<file path="src/hdl/i2cbm_pkg.sv">
`timescale 1ns / 1ps
// ----------------------------------------------------------------------------
// i2cbm_pkg
// Shared types and codes for the I2C bit-level master.
// ----------------------------------------------------------------------------
package i2cbm_pkg;

   localparam int CmdWidth  = 3;
   localparam int ByteWidth = 8;
   localparam int HalfWidth = 16;
   localparam int ToWidth   = 8;
   localparam int AddrWidth = 3;
   localparam int DataWidth = 32;

   localparam logic [CmdWidth-1:0] CMD_NONE     = 3'd0;
   localparam logic [CmdWidth-1:0] CMD_START    = 3'd1;
   localparam logic [CmdWidth-1:0] CMD_STOP     = 3'd2;
   localparam logic [CmdWidth-1:0] CMD_WRITE    = 3'd3;
   localparam logic [CmdWidth-1:0] CMD_READ     = 3'd4;
   localparam logic [CmdWidth-1:0] CMD_SEND_ACK = 3'd5;
   localparam logic [CmdWidth-1:0] CMD_GET_ACK  = 3'd6;

   // register index = paddr[2]
   localparam logic REG_HALF_PERIOD = 1'b0;
   localparam logic REG_ACK_TIMEOUT = 1'b1;

   localparam logic [HalfWidth-1:0] HALF_PERIOD_RESET = 16'd2;
   localparam logic [ToWidth-1:0]   ACK_TIMEOUT_RESET = 8'd250;

   typedef struct packed {
      logic [HalfWidth-1:0] half_period_ticks;
      logic [ToWidth-1:0]   ack_timeout_ticks;
   } cfg_type;

   typedef struct packed {
      logic [CmdWidth-1:0]  cmd;
      logic [ByteWidth-1:0] tx_byte;
      logic                 ack_bit;
      logic                 sda_in;
   } req_type;

   typedef struct packed {
      logic                 scl_out;
      logic                 sda_out;
      logic                 sda_input_mode;
      logic                 busy_res;
      logic                 done_res;
      logic [ByteWidth-1:0] rx_byte;
      logic                 ack_fail;
   } rsp_type;

endpackage

</file>
<file path="src/hdl/i2cbm_req_if.sv">
`timescale 1ns / 1ps
// ----------------------------------------------------------------------------
// i2cbm_req_if
// Tick channel into the master: command and sampled SDA.
// ----------------------------------------------------------------------------
interface i2cbm_req_if;
   import i2cbm_pkg::*;

   logic                 valid;
   logic                 ready;
   logic [CmdWidth-1:0]  cmd;
   logic [ByteWidth-1:0] tx_byte;
   logic                 ack_bit;
   logic                 sda_in;

   modport source (output valid, cmd, tx_byte, ack_bit, sda_in, input ready);
   modport sink   (input valid, cmd, tx_byte, ack_bit, sda_in, output ready);
endinterface

</file>
<file path="src/hdl/i2cbm_rsp_if.sv">
`timescale 1ns / 1ps
// ----------------------------------------------------------------------------
// i2cbm_rsp_if
// Per-tick line and status channel out of the master.
// ----------------------------------------------------------------------------
interface i2cbm_rsp_if;
   import i2cbm_pkg::*;

   logic                 valid;
   logic                 ready;
   logic                 scl_out;
   logic                 sda_out;
   logic                 sda_input_mode;
   logic                 busy_res;
   logic                 done_res;
   logic [ByteWidth-1:0] rx_byte;
   logic                 ack_fail;

   modport source (output valid, scl_out, sda_out, sda_input_mode, busy_res, done_res,
                   rx_byte, ack_fail, input ready);
   modport sink   (input valid, scl_out, sda_out, sda_input_mode, busy_res, done_res,
                   rx_byte, ack_fail, output ready);
endinterface

</file>
<file path="src/hdl/i2cbm_csr.sv">
`timescale 1ns / 1ps
// ----------------------------------------------------------------------------
// i2cbm_csr
// APB register file: half period and ack timeout.
// ----------------------------------------------------------------------------
module i2cbm_csr (
   input  logic                           clock,
   input  logic                           reset,
   input  logic                           psel,
   input  logic                           penable,
   input  logic                           pwrite,
   input  logic [i2cbm_pkg::AddrWidth-1:0] paddr,
   input  logic [i2cbm_pkg::DataWidth-1:0] pwdata,
   output logic [i2cbm_pkg::DataWidth-1:0] prdata,
   output logic                           pready,
   output i2cbm_pkg::cfg_type             cfg
);
   import i2cbm_pkg::*;

   logic [HalfWidth-1:0] half_ff, half_in;
   logic [ToWidth-1:0]   to_ff, to_in;
   logic                 wr_en;
   logic                 reg_sel;

   assign pready  = 1'b1;
   assign wr_en   = psel & penable & pwrite;
   assign reg_sel = paddr[2];

   always_comb begin
      half_in = half_ff;
      to_in   = to_ff;
      if (wr_en) begin
         unique case (reg_sel)
            REG_HALF_PERIOD: half_in = pwdata[HalfWidth-1:0];
            REG_ACK_TIMEOUT: to_in   = pwdata[ToWidth-1:0];
            default:         half_in = half_ff;
         endcase
      end
   end

   always_comb begin
      unique case (reg_sel)
         REG_HALF_PERIOD: prdata = {{(DataWidth-HalfWidth){1'b0}}, half_ff};
         REG_ACK_TIMEOUT: prdata = {{(DataWidth-ToWidth){1'b0}}, to_ff};
         default:         prdata = '0;
      endcase
   end

   always_ff @(posedge clock) begin
      if (reset) begin
         half_ff <= HALF_PERIOD_RESET;
         to_ff   <= ACK_TIMEOUT_RESET;
      end else begin
         half_ff <= half_in;
         to_ff   <= to_in;
      end
   end

   assign cfg.half_period_ticks = half_ff;
   assign cfg.ack_timeout_ticks = to_ff;

endmodule

</file>
<file path="src/hdl/i2cbm_core.sv">
`timescale 1ns / 1ps
// ----------------------------------------------------------------------------
// i2cbm_core
// Bus sequencer: advances one small step per accepted tick.
// ----------------------------------------------------------------------------
module i2cbm_core (
   input  logic               clock,
   input  logic               reset,
   input  logic               step,
   input  i2cbm_pkg::req_type item,
   input  i2cbm_pkg::cfg_type cfg,
   output i2cbm_pkg::rsp_type res
);
   import i2cbm_pkg::*;

   localparam logic [3:0] PH_IDLE   = 4'd0;
   localparam logic [3:0] PH_ST1    = 4'd1;
   localparam logic [3:0] PH_ST2    = 4'd2;
   localparam logic [3:0] PH_SP1    = 4'd3;
   localparam logic [3:0] PH_SP2    = 4'd4;
   localparam logic [3:0] PH_GA1    = 4'd5;
   localparam logic [3:0] PH_GAPOLL = 4'd6;
   localparam logic [3:0] PH_SA1    = 4'd7;
   localparam logic [3:0] PH_SA2    = 4'd8;
   localparam logic [3:0] PH_WRLOW  = 4'd9;
   localparam logic [3:0] PH_WRHIGH = 4'd10;
   localparam logic [3:0] PH_RDLOW  = 4'd11;
   localparam logic [3:0] PH_RDHIGH = 4'd12;

   localparam logic [3:0] BitsPerByte = 4'd8;

   logic [3:0]           phase_ff, phase_in;
   logic [HalfWidth-1:0] delay_ff, delay_in;
   logic [3:0]           bit_ff, bit_in;
   logic [ByteWidth-1:0] shift_ff, shift_in;
   logic [ToWidth-1:0]   poll_ff, poll_in;
   logic                 scl_ff, scl_in;
   logic                 sda_ff, sda_in_lvl;
   logic                 rel_ff, rel_in;
   logic [ByteWidth-1:0] rx_ff, rx_in;
   logic                 fail_ff, fail_in;
   logic                 done;
   logic                 do_poll;
   logic [HalfWidth-1:0] hold_val;
   logic [ToWidth-1:0]   poll_inc;

   // zero half period counts as one tick
   assign hold_val = (cfg.half_period_ticks == '0) ? {{(HalfWidth-1){1'b0}}, 1'b1}
                                                   : cfg.half_period_ticks;
   assign poll_inc = (poll_ff == {ToWidth{1'b1}}) ? poll_ff : poll_ff + 1'b1;

   always_comb begin
      phase_in   = phase_ff;
      delay_in   = delay_ff;
      bit_in     = bit_ff;
      shift_in   = shift_ff;
      poll_in    = poll_ff;
      scl_in     = scl_ff;
      sda_in_lvl = sda_ff;
      rel_in     = rel_ff;
      rx_in      = rx_ff;
      fail_in    = fail_ff;
      done       = 1'b0;
      do_poll    = 1'b0;

      if (phase_ff == PH_IDLE) begin
         case (item.cmd)
            CMD_START: begin
               rel_in = 1'b0; sda_in_lvl = 1'b1; scl_in = 1'b1;
               phase_in = PH_ST1; delay_in = hold_val;
            end
            CMD_STOP: begin
               rel_in = 1'b0; sda_in_lvl = 1'b0; scl_in = 1'b1;
               phase_in = PH_SP1; delay_in = hold_val;
            end
            CMD_WRITE: begin
               rel_in = 1'b0; scl_in = 1'b0;
               shift_in = item.tx_byte; bit_in = '0;
               phase_in = PH_WRLOW; delay_in = hold_val;
            end
            CMD_READ: begin
               rel_in = 1'b1; sda_in_lvl = 1'b1; scl_in = 1'b0;
               shift_in = '0; bit_in = '0;
               phase_in = PH_RDLOW; delay_in = hold_val;
            end
            CMD_SEND_ACK: begin
               rel_in = 1'b0; scl_in = 1'b0; sda_in_lvl = item.ack_bit;
               phase_in = PH_SA1; delay_in = hold_val;
            end
            CMD_GET_ACK: begin
               rel_in = 1'b1; sda_in_lvl = 1'b1; scl_in = 1'b0;
               poll_in = '0;
               phase_in = PH_GA1; delay_in = hold_val;
            end
            default: phase_in = PH_IDLE;
         endcase
      end else if (phase_ff == PH_GAPOLL) begin
         do_poll = 1'b1;
      end else if (delay_ff > {{(HalfWidth-1){1'b0}}, 1'b1}) begin
         delay_in = delay_ff - 1'b1;
      end else begin
         delay_in = '0;
         unique case (phase_ff)
            PH_ST1: begin
               sda_in_lvl = 1'b0; phase_in = PH_ST2; delay_in = hold_val;
            end
            PH_ST2: begin
               scl_in = 1'b0; phase_in = PH_IDLE; done = 1'b1;
            end
            PH_SP1: begin
               sda_in_lvl = 1'b1; phase_in = PH_SP2; delay_in = hold_val;
            end
            PH_SP2: begin
               phase_in = PH_IDLE; done = 1'b1;
            end
            PH_GA1: begin
               scl_in = 1'b1; phase_in = PH_GAPOLL; do_poll = 1'b1;
            end
            PH_SA1: begin
               scl_in = 1'b1; phase_in = PH_SA2; delay_in = hold_val;
            end
            PH_SA2: begin
               scl_in = 1'b0; phase_in = PH_IDLE; done = 1'b1;
            end
            PH_WRLOW: begin
               if (bit_ff >= BitsPerByte) begin
                  phase_in = PH_IDLE; done = 1'b1;
               end else begin
                  sda_in_lvl = shift_ff[ByteWidth-1];
                  shift_in   = {shift_ff[ByteWidth-2:0], 1'b0};
                  bit_in     = bit_ff + 1'b1;
                  scl_in     = 1'b1;
                  phase_in   = PH_WRHIGH; delay_in = hold_val;
               end
            end
            PH_WRHIGH: begin
               scl_in = 1'b0; phase_in = PH_WRLOW; delay_in = hold_val;
            end
            PH_RDLOW: begin
               scl_in   = 1'b1;
               shift_in = {shift_ff[ByteWidth-2:0], item.sda_in};
               bit_in   = bit_ff + 1'b1;
               phase_in = PH_RDHIGH; delay_in = hold_val;
            end
            PH_RDHIGH: begin
               scl_in = 1'b0;
               if (bit_ff >= BitsPerByte) begin
                  rx_in = shift_ff; phase_in = PH_IDLE; done = 1'b1;
               end else begin
                  phase_in = PH_RDLOW; delay_in = hold_val;
               end
            end
            default: phase_in = PH_IDLE;
         endcase
      end

      // ack poll: low SDA ends the command, too many high polls force a stop
      if (do_poll) begin
         if (!item.sda_in) begin
            scl_in = 1'b0; fail_in = 1'b0;
            phase_in = PH_IDLE; delay_in = '0; done = 1'b1;
         end else begin
            poll_in = poll_inc;
            if (poll_inc >= cfg.ack_timeout_ticks) begin
               fail_in = 1'b1;
               rel_in = 1'b0; sda_in_lvl = 1'b0; scl_in = 1'b1;
               phase_in = PH_SP1; delay_in = hold_val;
            end
         end
      end
   end

   always_ff @(posedge clock) begin
      if (reset) begin
         phase_ff <= PH_IDLE;
         delay_ff <= '0;
         bit_ff   <= '0;
         shift_ff <= '0;
         poll_ff  <= '0;
         scl_ff   <= 1'b1;
         sda_ff   <= 1'b1;
         rel_ff   <= 1'b0;
         rx_ff    <= '0;
         fail_ff  <= 1'b0;
      end else if (step) begin
         phase_ff <= phase_in;
         delay_ff <= delay_in;
         bit_ff   <= bit_in;
         shift_ff <= shift_in;
         poll_ff  <= poll_in;
         scl_ff   <= scl_in;
         sda_ff   <= sda_in_lvl;
         rel_ff   <= rel_in;
         rx_ff    <= rx_in;
         fail_ff  <= fail_in;
      end
   end

   // result shows the state after this tick
   assign res.scl_out        = scl_in;
   assign res.sda_out        = sda_in_lvl;
   assign res.sda_input_mode = rel_in;
   assign res.busy_res       = (phase_in != PH_IDLE);
   assign res.done_res       = done;
   assign res.rx_byte        = rx_in;
   assign res.ack_fail       = fail_in;

endmodule

</file>
<file path="src/hdl/i2c_bit_level_master_top.sv">
`timescale 1ns / 1ps
// Result: a tick beat's result is registered and shows in the cycle after the beat is accepted.
// Throughput: one tick per cycle; the bus sequencer takes one step per beat,
// and a new beat is taken whenever the result register is empty or its beat
// leaves in the same cycle.
// Reset (synchronous, active high): bus idle with SCL and SDA high, registers
// back to half period 2 and ack timeout 250, result register empty.
// ----------------------------------------------------------------------------
// i2c_bit_level_master_top
// Bit-level I2C master with APB configuration and one result per tick.
// ----------------------------------------------------------------------------
module i2c_bit_level_master_top (
   input  logic                            clock,
   input  logic                            reset,
   i2cbm_req_if.sink                       req_bus,
   i2cbm_rsp_if.source                     rsp_bus,
   input  logic                            psel,
   input  logic                            penable,
   input  logic                            pwrite,
   input  logic [i2cbm_pkg::AddrWidth-1:0] paddr,
   input  logic [i2cbm_pkg::DataWidth-1:0] pwdata,
   output logic [i2cbm_pkg::DataWidth-1:0] prdata,
   output logic                            pready
);
   import i2cbm_pkg::*;

   cfg_type cfg;
   req_type item;
   rsp_type res;
   rsp_type rsp_ff;
   logic    rsp_valid_ff, rsp_valid_in;
   logic    accept;

   assign req_bus.ready = !rsp_valid_ff || rsp_bus.ready;
   assign accept        = req_bus.valid && req_bus.ready;

   assign item.cmd     = req_bus.cmd;
   assign item.tx_byte = req_bus.tx_byte;
   assign item.ack_bit = req_bus.ack_bit;
   assign item.sda_in  = req_bus.sda_in;

   i2cbm_csr u_csr (
      .clock   (clock),
      .reset   (reset),
      .psel    (psel),
      .penable (penable),
      .pwrite  (pwrite),
      .paddr   (paddr),
      .pwdata  (pwdata),
      .prdata  (prdata),
      .pready  (pready),
      .cfg     (cfg)
   );

   i2cbm_core u_core (
      .clock (clock),
      .reset (reset),
      .step  (accept),
      .item  (item),
      .cfg   (cfg),
      .res   (res)
   );

   assign rsp_valid_in = accept || (rsp_valid_ff && !rsp_bus.ready);

   always_ff @(posedge clock) begin
      if (reset) begin
         rsp_valid_ff <= 1'b0;
      end else begin
         rsp_valid_ff <= rsp_valid_in;
      end
   end

   always_ff @(posedge clock) begin
      if (accept) begin
         rsp_ff <= res;
      end
   end

   assign rsp_bus.valid          = rsp_valid_ff;
   assign rsp_bus.scl_out        = rsp_ff.scl_out;
   assign rsp_bus.sda_out        = rsp_ff.sda_out;
   assign rsp_bus.sda_input_mode = rsp_ff.sda_input_mode;
   assign rsp_bus.busy_res       = rsp_ff.busy_res;
   assign rsp_bus.done_res       = rsp_ff.done_res;
   assign rsp_bus.rx_byte        = rsp_ff.rx_byte;
   assign rsp_bus.ack_fail       = rsp_ff.ack_fail;

endmodule

</file>
<file path="src/flat_wrapper.sv">
// flat-port wrapper written by rule: the top's interface ports become plain ports
module i2c_bit_level_master_top_flat import i2cbm_pkg::*;
  (clock, reset, psel, penable, pwrite, paddr, pwdata, prdata, pready, req_bus_valid, req_bus_cmd, req_bus_tx_byte, req_bus_ack_bit, req_bus_sda_in, req_bus_ready, rsp_bus_valid, rsp_bus_scl_out, rsp_bus_sda_out, rsp_bus_sda_input_mode, rsp_bus_busy_res, rsp_bus_done_res, rsp_bus_rx_byte, rsp_bus_ack_fail, rsp_bus_ready);
  i2cbm_req_if req_bus_i ();
  i2cbm_rsp_if rsp_bus_i ();
  input  logic clock;
  input  logic reset;
  input  logic psel;
  input  logic penable;
  input  logic pwrite;
  input  logic [i2cbm_pkg::AddrWidth-1:0] paddr;
  input  logic [i2cbm_pkg::DataWidth-1:0] pwdata;
  output logic [i2cbm_pkg::DataWidth-1:0] prdata;
  output logic pready;
  input wire logic [$bits(req_bus_i.valid)-1:0] req_bus_valid;
  input wire logic [$bits(req_bus_i.cmd)-1:0] req_bus_cmd;
  input wire logic [$bits(req_bus_i.tx_byte)-1:0] req_bus_tx_byte;
  input wire logic [$bits(req_bus_i.ack_bit)-1:0] req_bus_ack_bit;
  input wire logic [$bits(req_bus_i.sda_in)-1:0] req_bus_sda_in;
  output wire logic [$bits(req_bus_i.ready)-1:0] req_bus_ready;
  output wire logic [$bits(rsp_bus_i.valid)-1:0] rsp_bus_valid;
  output wire logic [$bits(rsp_bus_i.scl_out)-1:0] rsp_bus_scl_out;
  output wire logic [$bits(rsp_bus_i.sda_out)-1:0] rsp_bus_sda_out;
  output wire logic [$bits(rsp_bus_i.sda_input_mode)-1:0] rsp_bus_sda_input_mode;
  output wire logic [$bits(rsp_bus_i.busy_res)-1:0] rsp_bus_busy_res;
  output wire logic [$bits(rsp_bus_i.done_res)-1:0] rsp_bus_done_res;
  output wire logic [$bits(rsp_bus_i.rx_byte)-1:0] rsp_bus_rx_byte;
  output wire logic [$bits(rsp_bus_i.ack_fail)-1:0] rsp_bus_ack_fail;
  input wire logic [$bits(rsp_bus_i.ready)-1:0] rsp_bus_ready;
  assign req_bus_i.valid = req_bus_valid;
  assign req_bus_i.cmd = req_bus_cmd;
  assign req_bus_i.tx_byte = req_bus_tx_byte;
  assign req_bus_i.ack_bit = req_bus_ack_bit;
  assign req_bus_i.sda_in = req_bus_sda_in;
  assign req_bus_ready = req_bus_i.ready;
  assign rsp_bus_valid = rsp_bus_i.valid;
  assign rsp_bus_scl_out = rsp_bus_i.scl_out;
  assign rsp_bus_sda_out = rsp_bus_i.sda_out;
  assign rsp_bus_sda_input_mode = rsp_bus_i.sda_input_mode;
  assign rsp_bus_busy_res = rsp_bus_i.busy_res;
  assign rsp_bus_done_res = rsp_bus_i.done_res;
  assign rsp_bus_rx_byte = rsp_bus_i.rx_byte;
  assign rsp_bus_ack_fail = rsp_bus_i.ack_fail;
  assign rsp_bus_i.ready = rsp_bus_ready;
  i2c_bit_level_master_top u_core (.clock(clock), .reset(reset), .req_bus(req_bus_i), .rsp_bus(rsp_bus_i), .psel(psel), .penable(penable), .pwrite(pwrite), .paddr(paddr), .pwdata(pwdata), .prdata(prdata), .pready(pready));
endmodule
</file>
<file path="config.mk">
export PLATFORM = sky130hd
export DESIGN_NAME = i2c_bit_level_master_top_flat
export DESIGN_NICKNAME = d
export VERILOG_FILES = /design/src/hdl/i2cbm_pkg.sv /design/src/hdl/i2cbm_req_if.sv /design/src/hdl/i2cbm_rsp_if.sv /design/src/hdl/i2cbm_csr.sv /design/src/hdl/i2cbm_core.sv /design/src/hdl/i2c_bit_level_master_top.sv /design/src/flat_wrapper.sv
export SDC_FILE = /design/constraint.sdc
export NUM_CORES = 1
export LEC_CHECK = 0
export BUFFER_PORTS_ARGS = -buffer_cell sky130_fd_sc_hd__buf_2
export CORE_MARGIN = 3
export CORE_UTILIZATION = 56
export DETAILED_ROUTE_END_ITERATION = 12
export PLACE_DENSITY_LB_ADDON = 0.12
export SLEW_MARGIN = 20
export SYNTH_ARGS = -nofsm -noshare
export SYNTH_HDL_FRONTEND = slang
export SYNTH_SLANG_ARGS = --single-unit
</file>
<file path="constraint.sdc">
create_clock -name clock -period 3.75 [get_ports clock]
set_clock_uncertainty 0.05 [all_clocks]
set_input_delay 0.75 -clock clock [delete_from_list [all_inputs] [get_ports clock]]
set_output_delay 0.75 -clock clock [all_outputs]
set_load 0.03 [all_outputs]
</file>
==> run summary, run 1 <==
status -> completed
P&R area growth vs syn -> 11.35%
min Tclk post-route -> 3.490 ns
core area -> 0.009459 mm²
Initial Utilization -> 0.5922
Synth Flop Type -> dfxtp_1
top post-synthesis cells by area -> dfxtp_1 (28%), edfxtp_1 (7.5%), nand2_1 (6.4%)
Slew headroom -> 0.3211
Worst-path clk slew -> 0.10 ns
mean post-synth cell area -> 7.769 µm²
final design utilization -> 0.6594
drt first-iter violations -> 532
Hold Slack -> 0.4009 ns
CTS Hold Bufs -> 0
Worst Path Arrival -> 3.70 ns
Synth area leader -> dfxtp_1
flops & latches, synth -> 91
max cap viols -> 0
setup violators final -> 0
Post-synth EDFFs -> 14
Synth Cell Area -> 0.005602 mm²
Synth Area in Adders -> 0.02904
GRT overflow -> 0
reg2reg start -> u_core.u_core.poll_ff[3]
CTS buffer count -> 9
actual slew at the worst max-slew pin -> 1.015 ns
nets -> 843
XOR/XNOR share of the synthesized area -> 0.01251
Setup crit start -> u_core.u_core.poll_ff[3]
HPWL after DPL -> 10.86 mm
met3 routed wirelength -> 1.339 mm
Port Buf Inserts -> 68
initial antenna violation count -> 0
postcts setup bufs -> 0
first-pass GRT wire length -> 25.53 mm
post-synthesis compound-gate area fraction -> 0.2410
Cells after Synth -> 721
sequential element share of the synthesized area -> 0.3502
Routed WL per cell -> 17.00 µm
Worst Min Path Start -> u_core.u_core.rx_ff[6]
pin count of the biggest net entering global routing -> 31
n_diodes -> 0
mean number of vias per cell -> 6.227
H-tree levels -> 3
CTS Root Cell -> clkbuf_8
Crit path required time -> 3.96 ns
highest clock rate -> 0.2865 GHz
crit-path max FO -> 6
Leak Pwr -> 2.480 nW
Routed met1 length -> 6.482 mm
Die Y -> 106.0 µm
CTS sink count -> 91
final wirelength -> 15.45 mm
# IOs -> 104
unrepaired setup endpoints after global routing -> false
top sig layer -> met4
Tcrit/Tclk final -> 0.9307
Hold Fails Final Rpt -> 0
critical path class -> reg -> reg
post-synthesis simple-gate area fraction -> 0.2537
GRT Util Overall -> 0.2727
Final ANT Viol Nets -> 0
vias post-DR -> 5660
Die Area -> 0.01124 mm²
worst skew pair latency -> 0.36 ns
Max Slew Vio Count -> 0
CTS tree -> done
# fillers -> 876
clk buf depth -> 2
mux contribution to synthesized area -> 0.04333
VDD IR max -> 0.2492 mV
DRC Markers -> 0
share of cells above drive strength 1 -> 0.1705
Rows -> 35
largest family of logic cells by synthesized area -> simple AND/OR/NAND/NOR gates
GPL Wtd Cong -> 0.9871
ys async rst share -> 0
Hold Crit Class -> reg -> reg
Synth Warn # -> 0
Die X -> 106.0 µm
top cell type's share of synthesized area -> 0.2752
Worst setup SP type -> flop
drt first pass iters -> 5
vias in the first global route -> 5344
Yosys cell types -> 65
Power Dens Cells -> 408.6 mW/mm²
Critical Path End Type -> flop
met2 wire length -> 7.204 mm
final setup TNS -> 0 ns
## cells by family (layout without fill, tap and decap cells)
kind of cell / after synthesis / after routing
AO/OA/AOI/OAI: 205 / 205
XOR/XNOR: 8 / 8
adder cells (fa/ha/maj): 13 / 13
buffers and inverters: 84 / 128
flip-flops: 91 / 91
multiplexers: 22 / 22
other: 2 / 17
AND/OR/NAND/NOR: 296 / 296
## layer usage
| metal | vias to the layer above | global-route usage |
|---|---|---|
| met5 | - | 0 |
| met3 | 43 | 0.05525 |
| met4 | 0 | 0.1045 |
| li1 | 2705 | - |
| met1 | 2634 | 0.3499 |
| met2 | 278 | 0.4526 |
## worst max-delay path: stages, from the launching register on
cell and delay [ns]:
dfxtp_1 0.43, and3_1 0.23, and3_1 0.21, a21oi_1 0.09, and3_1 0.23, xor2_1 0.15
ha_1 0.36, and3_1 0.21, a221oi_2 0.31, o21ai_0 0.22, and2_1 0.27, or3_1 0.39
a311oi_1 0.26
## layout by cell type, fill, tap and decap left out, drive strengths merged, types with 13 or more instances in the layout
cell and instances:
inv 25, buf 89, mux2 18, dfxtp 77
nand3 21, o21ai 30, nor3 22, conb 17
nor2 74, ha 13, edfxtp 14, a211oi 14
nor2b 15, nand2 95, a22oi 13, a21oi 65
## sequential cells by signal (all words and copies together) (netlist names)
signal and cells:
u_core.rsp_bus.valid 1, u_core.u_core.rel_ff 1, u_core.u_core.scl_ff 1, u_core.u_core.delay_ff 16, u_core.rsp_bus.busy_res 1, u_core.rsp_bus.ack_fail 1
u_core.u_core.rx_ff 8, u_core.u_core.phase_ff 4, u_core.u_core.fail_ff 1, u_core.u_csr.to_ff 8, u_core.u_core.bit_ff 4, u_core.rsp_bus.rx_byte 8
u_core.rsp_bus.scl_out 1, u_core.u_core.sda_ff 1, u_core.rsp_bus.done_res 1, u_core.u_core.poll_ff 8, u_core.u_csr.half_ff 16, u_core.rsp_bus.sda_input_mode 1
u_core.u_core.shift_ff 8, u_core.rsp_bus.sda_out 1
## stage by stage
stage / power [mW] / setup slack, ns / cells / instance area (µm²)
floorplan: 1.652 / 0.3651 / 736 / 5658
global placement: 1.833 / 0.3188 / 893 / 6031
detailed placement: 1.853 / 0.2297 / 893 / 6031
CTS: 2.541 / 0.1582 / 909 / 6230
global route: 2.672 / 0.02585 / 909 / 6237
finish: 2.548 / 0.2598 / 909 / 6237
## area by class of cell
type / instances / area (µm²) / share of cell area
clock buffer: 9 / 123.9 / 0.01986
sequential: 91 / 1962 / 0.3145
timing repair buffer: 89 / 498.0 / 0.07984
clock inverter: 7 / 75.07 / 0.01204
multi-input combinational: 561 / 3331 / 0.5340
inverter: 23 / 86.33 / 0.01384
tap: 129 / 161.4 / 0.02588
## power breakdown
group	total, mW	switching [mW]	internal [mW]	leakage [nW]
clock network	0.695	0.381	0.314	0.101
logic	0.730	0.461	0.269	1.61
registers	1.12	0.0792	1.04	0.764
total	2.55	0.920	1.63	2.48
## final timing paths
check        slack, ns  depth (start not counted)                   endpoint
max reg2reg       0.26                         12  u_core.u_core.delay_ff[1]
min               0.40                          2     u_core.u_core.rx_ff[6]
max               0.26                         12  u_core.u_core.delay_ff[1]
min reg2reg       0.40                          2     u_core.u_core.rx_ff[6]
## Yosys cell counts, types with 3 or more instances
cell,count
clkbuf_1,34
nand2b_1,8
o31ai_1,5
o22ai_1,9
and3_1,8
a221oi_1,7
xor2_1,6
nand4b_1,3
a22oi_1,13
nor2_1,74
nor2b_1,15
o21a_1,3
or3_1,7
nor3_1,22
nand3_1,21
a31oi_1,12
a211o_1,9
or2_2,3
nand3b_1,7
buf_1,5
buf_2,5
and2_1,6
nand4_1,7
inv_1,23
ha_1,13
o21ai_0,29
nand2_1,95
o211ai_1,5
a21o_1,3
a211oi_1,14
mux2i_1,4
nor4_1,9
a311oi_1,6
dfxtp_1,77
buf_4,17
edfxtp_1,14
or4_1,5
a21oi_1,65
mux2_2,18
## what timing repair did
| action | CTS | global route |
|---|---|---|
| hold endpoints to repair | 0 | 0 |
| gates resized for setup | 0 | 2 |
| endpoints found under the setup margin | 0 | 17 |
(Power assumes the default switching activity.)
==> run 2, diff against run 1 <==
--- a/config.mk
+++ b/config.mk
@@ -5,10 +5,10 @@
 export SDC_FILE = /design/constraint.sdc
 export NUM_CORES = 1
 export LEC_CHECK = 0
-export BUFFER_PORTS_ARGS = -buffer_cell sky130_fd_sc_hd__buf_2
 export CORE_MARGIN = 3
-export CORE_UTILIZATION = 56
+export CORE_UTILIZATION = 60
 export DETAILED_ROUTE_END_ITERATION = 12
+export DONT_BUFFER_PORTS = 1
 export PLACE_DENSITY_LB_ADDON = 0.12
 export SLEW_MARGIN = 20
 export SYNTH_ARGS = -nofsm -noshare
==> run 2 against run 1 <==
Flip-flop and latch count unchanged. Non-clock buffer count shrank 66. Fmax down 0.83%. Critical path depth did not move. Register-to-register slack lost 0.03 ns. Clock-buffer cell count did not move. Cell count shrank 9.6%. Design area fell by 4.8%. Core utilization increased by 0.82 points. Largest power group unchanged.
==> run summary, run 2 (same netlist as run 1, synthesis figures left out) <==
core area -> 0.008891 mm²
CTS buffer count -> 9
postcts setup bufs -> 0
nets -> 777
initial antenna violation count -> 0
status -> completed
largest registers -> u_core.u_core.delay_ff (16), u_core.u_csr.half_ff (16)
mean number of vias per cell -> 6.678
P&R area growth vs syn -> 5.964%
CTS tree -> done
VDD IR max -> 0.3432 mV
DRC Markers -> 0
Max Slew Vio Count -> 0
drt first pass iters -> 6
Initial Utilization -> 0.6300
CTS sink count -> 91
Rows -> 34
pin count of the biggest net entering global routing -> 78
final wirelength -> 15.43 mm
Die X -> 102.6 µm
Worst Min Path Start -> reset
final setup TNS -> 0 ns
# fillers -> 768
GPL Wtd Cong -> 0.9463
Critical Path End Type -> flop
min Tclk post-route -> 3.519 ns
PnR worst setup slack -> 0.2305 ns
reg2reg start -> u_core.u_core.poll_ff[3]
Power Dens Cells -> 438.0 mW/mm²
commonest non-fill, non-tap cell in the layout -> nand2_1
Slew headroom -> 0.3586
Most Crowded Layer GR -> met2
Post-Place Setup Slack -> 0.1446 ns
Leak Pwr -> 2.224 nW
clk buf depth -> 2
CTS Root Cell -> clkbuf_8
# IOs -> 104
CTS Hold Bufs -> 0
DP Cell Count -> 806
drt first-iter violations -> 483
Crit path required time -> 3.97 ns
GRT overflow -> 0
Worst setup SP type -> flop
vias post-DR -> 5489
max cap viols -> 0
Global Route met3 Usage -> 0.05954
Routed WL per cell -> 18.77 µm
first-pass GRT wire length -> 24.90 mm
share of cells above drive strength 1 -> 0.09804
fin cells -> 822
GRT Util Overall -> 0.2963
HPWL after DPL -> 10.72 mm
H-tree levels -> 3
Setup crit start -> u_core.u_core.poll_ff[3]
Worst Path Arrival -> 3.74 ns
unrepaired setup endpoints after global routing -> false
most frequent cells in the layout -> nand2_1 (95), dfxtp_1 (77), nor2_1 (74)
worst skew pair latency -> 0.36 ns
critical path class -> reg -> reg
Die Y -> 102.6 µm
Final ANT Viol Nets -> 0
highest clock rate -> 0.2841 GHz
Hold Fails Final Rpt -> 0
Hold Crit Class -> in -> reg
setup violators final -> 0
Die Area -> 0.01053 mm²
crit-path max FO -> 6
Port Buf Inserts -> 0
n_diodes -> 0
Tcrit/Tclk final -> 0.9385
actual slew at the worst max-slew pin -> 0.9585 ns
GR Layer Usage met1 -> 0.3954
vias in the first global route -> 5068
grt met2 use -> 0.4777
Worst-path clk slew -> 0.10 ns
[run 2: changes by cell type in the layout (fill, tap and decap cells not counted)]
cell	delta
buf_4	+1
buf_2	-68
clkinvlp_4	+1
inv_8	+1
nand3_2	+1
buf_12	+1
clkinv_1	-2
inv_6	+1
bufinv_16	+1
nand3_1	-1
clkinv_4	-2
[run 2: power by group]
part | leakage [nW] | internal, mW | switching, mW
combinational | 1.35 | 0.258 | 0.416
sequential | 0.764 | 1.05 | 0.0976
clock | 0.114 | 0.390 | 0.392
[run 2: cell type report]
cell class / count / area (µm²) / share of cell area
Clock buffer: 9 / 123.9 / 0.02087
Clock inverter: 7 / 107.6 / 0.01813
Inverter: 23 / 86.33 / 0.01454
Multi-Input combinational cell: 561 / 3336 / 0.5620
Sequential cell: 91 / 1962 / 0.3305
Tap cell: 108 / 135.1 / 0.02277
Timing Repair Buffer: 23 / 185.2 / 0.03120
[run 2: per-layer routing]
layer  vias to the layer above  share of wire
met3                        38          0.093
met2                       297           0.47
li1                       2582              -
met4                         0          0.026
met1                      2572           0.41
met5                         -              0
[run 2: what timing repair did]
action / in CTS / in global routing
resized for setup: 0 / 3
setup endpoints to repair: 0 / 17
endpoints found under the hold margin: 0 / 0
[run 2: per-stage QoR]
step | total power, mW | area, µm² | hold WS [ns] | util
floorplan | 1.652 | 5658 | 0.3784 | -
global route | 2.725 | 5936 | 0.3659 | 0.6676
detailed placement | 1.820 | 5692 | 0.3894 | 0.6402
global placement | 1.804 | 5692 | 0.3787 | 0.6402
finish | 2.600 | 5936 | 0.3915 | 0.6676
CTS | 2.602 | 5923 | 0.3743 | 0.6662
[run 2: path summary, 6_finish.rpt]
path	end	slack, ns	cells past startpoint
setup / recovery	u_core.u_core.delay_ff[2]	0.23	12
hold / removal	u_core.u_core.delay_ff[8]	0.39	1
setup reg to reg	u_core.u_core.delay_ff[2]	0.23	12
hold reg to reg	u_core.u_core.rx_ff[7]	0.41	2
[run 2: critical path, cell delays in order (launching register included)]
cell and delay [ns]:
dfxtp_1 0.42, and3_1 0.23, and3_1 0.23, a21oi_1 0.10, and3_1 0.24, xor2_1 0.16
ha_1 0.36, and3_1 0.20, a221oi_2 0.31, o21ai_0 0.22, and2_1 0.28, or3_1 0.39
a311oi_1 0.25
==> run 3, diff against run 2 <==
--- a/config.mk
+++ b/config.mk
@@ -7,6 +7,7 @@
 export LEC_CHECK = 0
 export CORE_MARGIN = 3
 export CORE_UTILIZATION = 60
+export CTS_BUF_LIST = sky130_fd_sc_hd__clkbuf_16
 export DETAILED_ROUTE_END_ITERATION = 12
 export DONT_BUFFER_PORTS = 1
 export PLACE_DENSITY_LB_ADDON = 0.12
==> run 3 against run 2 <==
Setup slack lost 0.00074 ns. Core utilization grew 1.1 points. Clock power grew 30%. Critical path depth is the same. Design area grew 1.7%. Sequential power is essentially flat. Fmax is essentially flat. First-iteration DRC count grew 6.0%.
==> run summary, run 3 (same netlist as run 1, synthesis figures left out) <==
switching share of total power -> 0.3308
Initial Utilization -> 0.6300
Routed WL per cell -> 18.96 µm
Worst Min Path Start -> u_core.u_core.rx_ff[7]
Post-Layout Inst Area -> 0.006037 mm²
Pint -> 1.903 mW
Worst Path Arrival -> 3.72 ns
CTS tree -> done
Die Y -> 102.6 µm
Hold Fails Final Rpt -> 0
final setup TNS -> 0 ns
initial antenna violation count -> 0
CTS sink count -> 91
Max Slew Vio Count -> 0
n_diodes -> 0
Die Area -> 0.01053 mm²
r2r worst-path depth -> 12
# fillers -> 757
Worst Hold Path EP -> u_core.u_core.rx_ff[7]
GRT overflow -> 0
switching power -> 940.5 µW
P&R area growth vs syn -> 7.773%
commonest non-fill, non-tap cell in the layout -> nand2_1
drt first-iter violations -> 512
vias in the first global route -> 5092
GPL Wtd Cong -> 0.9463
Seq. cell area -> 0.001962 mm²
RR Endpoint -> u_core.u_core.delay_ff[2]
combinational share of power -> 0.237
share of cells above drive strength 1 -> 0.09804
mean number of vias per cell -> 6.676
Die X -> 102.6 µm
worst skew pair latency -> 0.35 ns
Hold Path Depth -> 2
H-tree levels -> 3
max cap viols -> 0
Clk pwr share -> 0.360
critical path class -> reg -> reg
status -> completed
footprint of the multi-input gates -> 0.003336 mm²
Final ANT Viol Nets -> 0
Critical Path End Type -> flop
DRC Markers -> 0
CTS Root Cell -> clkbuf_16
Hold Slack -> 0.4029 ns
# IOs -> 104
first-pass GRT wire length -> 24.98 mm
Port Buf Inserts -> 0
Worst-path clk slew -> 0.07 ns
CTS buffer count -> 9
final wirelength -> 15.58 mm
actual slew at the worst max-slew pin -> 0.9611 ns
drt first pass iters -> 5
sequential power share -> 0.402
CTS Hold Bufs -> 0
most frequent cells in the layout -> nand2_1 (95), dfxtp_1 (77), nor2_1 (74)
Worst setup SP type -> flop
reg2reg start -> u_core.u_core.poll_ff[3]
min Tclk post-route -> 3.520 ns
clk buf depth -> 2
pin count of the biggest net entering global routing -> 78
R2R setup slack -> 0.23 ns
setup violators final -> 0
nets -> 777
crit-path max FO -> 6
postcts setup bufs -> 0
largest registers -> u_core.u_core.delay_ff (16), u_core.u_csr.half_ff (16)
Slew headroom -> 0.3569
Power Dens Cells -> 471.0 mW/mm²
Leak Pwr -> 2.270 nW
Placed Area -> 0.005692 mm²
VDD IR max -> 0.3275 mV
vias post-DR -> 5488
GRT Util Overall -> 0.2982
Tcrit/Tclk final -> 0.9387
HPWL after DPL -> 10.72 mm
Crit path required time -> 3.95 ns
highest clock rate -> 0.2841 GHz
Rows -> 34
Hold Crit Class -> reg -> reg
core area -> 0.008891 mm²
[run 3: repair_timing]
item | in CTS | in global routing
gates resized for setup | 0 | 3
endpoints found under the hold margin | 0 | 0
setup endpoints to repair | 0 | 17
[run 3: layout make-up]
type                            count  share of cell area
Sequential cell                    91              0.3250
Clock buffer                        9             0.03731
Inverter                           23             0.01430
Clock inverter                      7             0.01782
Tap cell                          108             0.02238
Multi-Input combinational cell    561              0.5525
Timing Repair Buffer               23             0.03067
[run 3: critical path, cell delays in order (launching register included)]
cell and delay, ns:
dfxtp_1 0.41, and3_1 0.23, and3_1 0.24, a21oi_1 0.11, and3_1 0.24, xor2_1 0.16
ha_1 0.36, and3_1 0.20, a221oi_2 0.32, o21ai_0 0.21, and2_1 0.27, or3_1 0.39
a311oi_1 0.26
[run 3: worst max-delay path by stage]
stage                                        start                         end  slack [ns]
after global placement    u_core.u_core.poll_ff[3]        u_core.u_core.sda_ff        0.28
after CTS                 u_core.u_core.poll_ff[3]   u_core.u_core.delay_ff[4]        0.08
after detailed placement  u_core.u_core.poll_ff[3]        u_core.u_core.sda_ff        0.14
after global routing      u_core.u_core.poll_ff[3]   u_core.u_core.delay_ff[2]       -0.04
after floorplan           u_core.u_core.poll_ff[5]  u_core.u_core.delay_ff[13]        0.37
final                     u_core.u_core.poll_ff[3]   u_core.u_core.delay_ff[2]        0.23
[run 3: power groups by stage]
stage	clock network, mW	logic [mW]	registers (mW)
floorplan	0	0.522	1.13
global route	1.08	0.734	1.15
global placement	0	0.644	1.16
CTS	1.04	0.661	1.14
detailed placement	0	0.656	1.16
finish	1.02	0.674	1.14
[run 3: per-stage QoR]
stage	std cells	power [mW]	util	setup slack (ns)
after global placement	806	1.804	0.6402	0.2811
final	822	2.843	0.6790	0.2298
after CTS	822	2.840	0.6776	0.08345
after global routing	822	2.968	0.6790	-0.04100
after detailed placement	806	1.820	0.6402	0.1446
after floorplan	736	1.652	-	0.3651
[run 3: layer usage]
metal,track usage,up-vias,share of wire
met4,0.1140,0,0.027
met5,0,-,0
met3,0.06563,45,0.095
met2,0.4782,312,0.46
li1,-,2576,-
met1,0.3932,2555,0.41
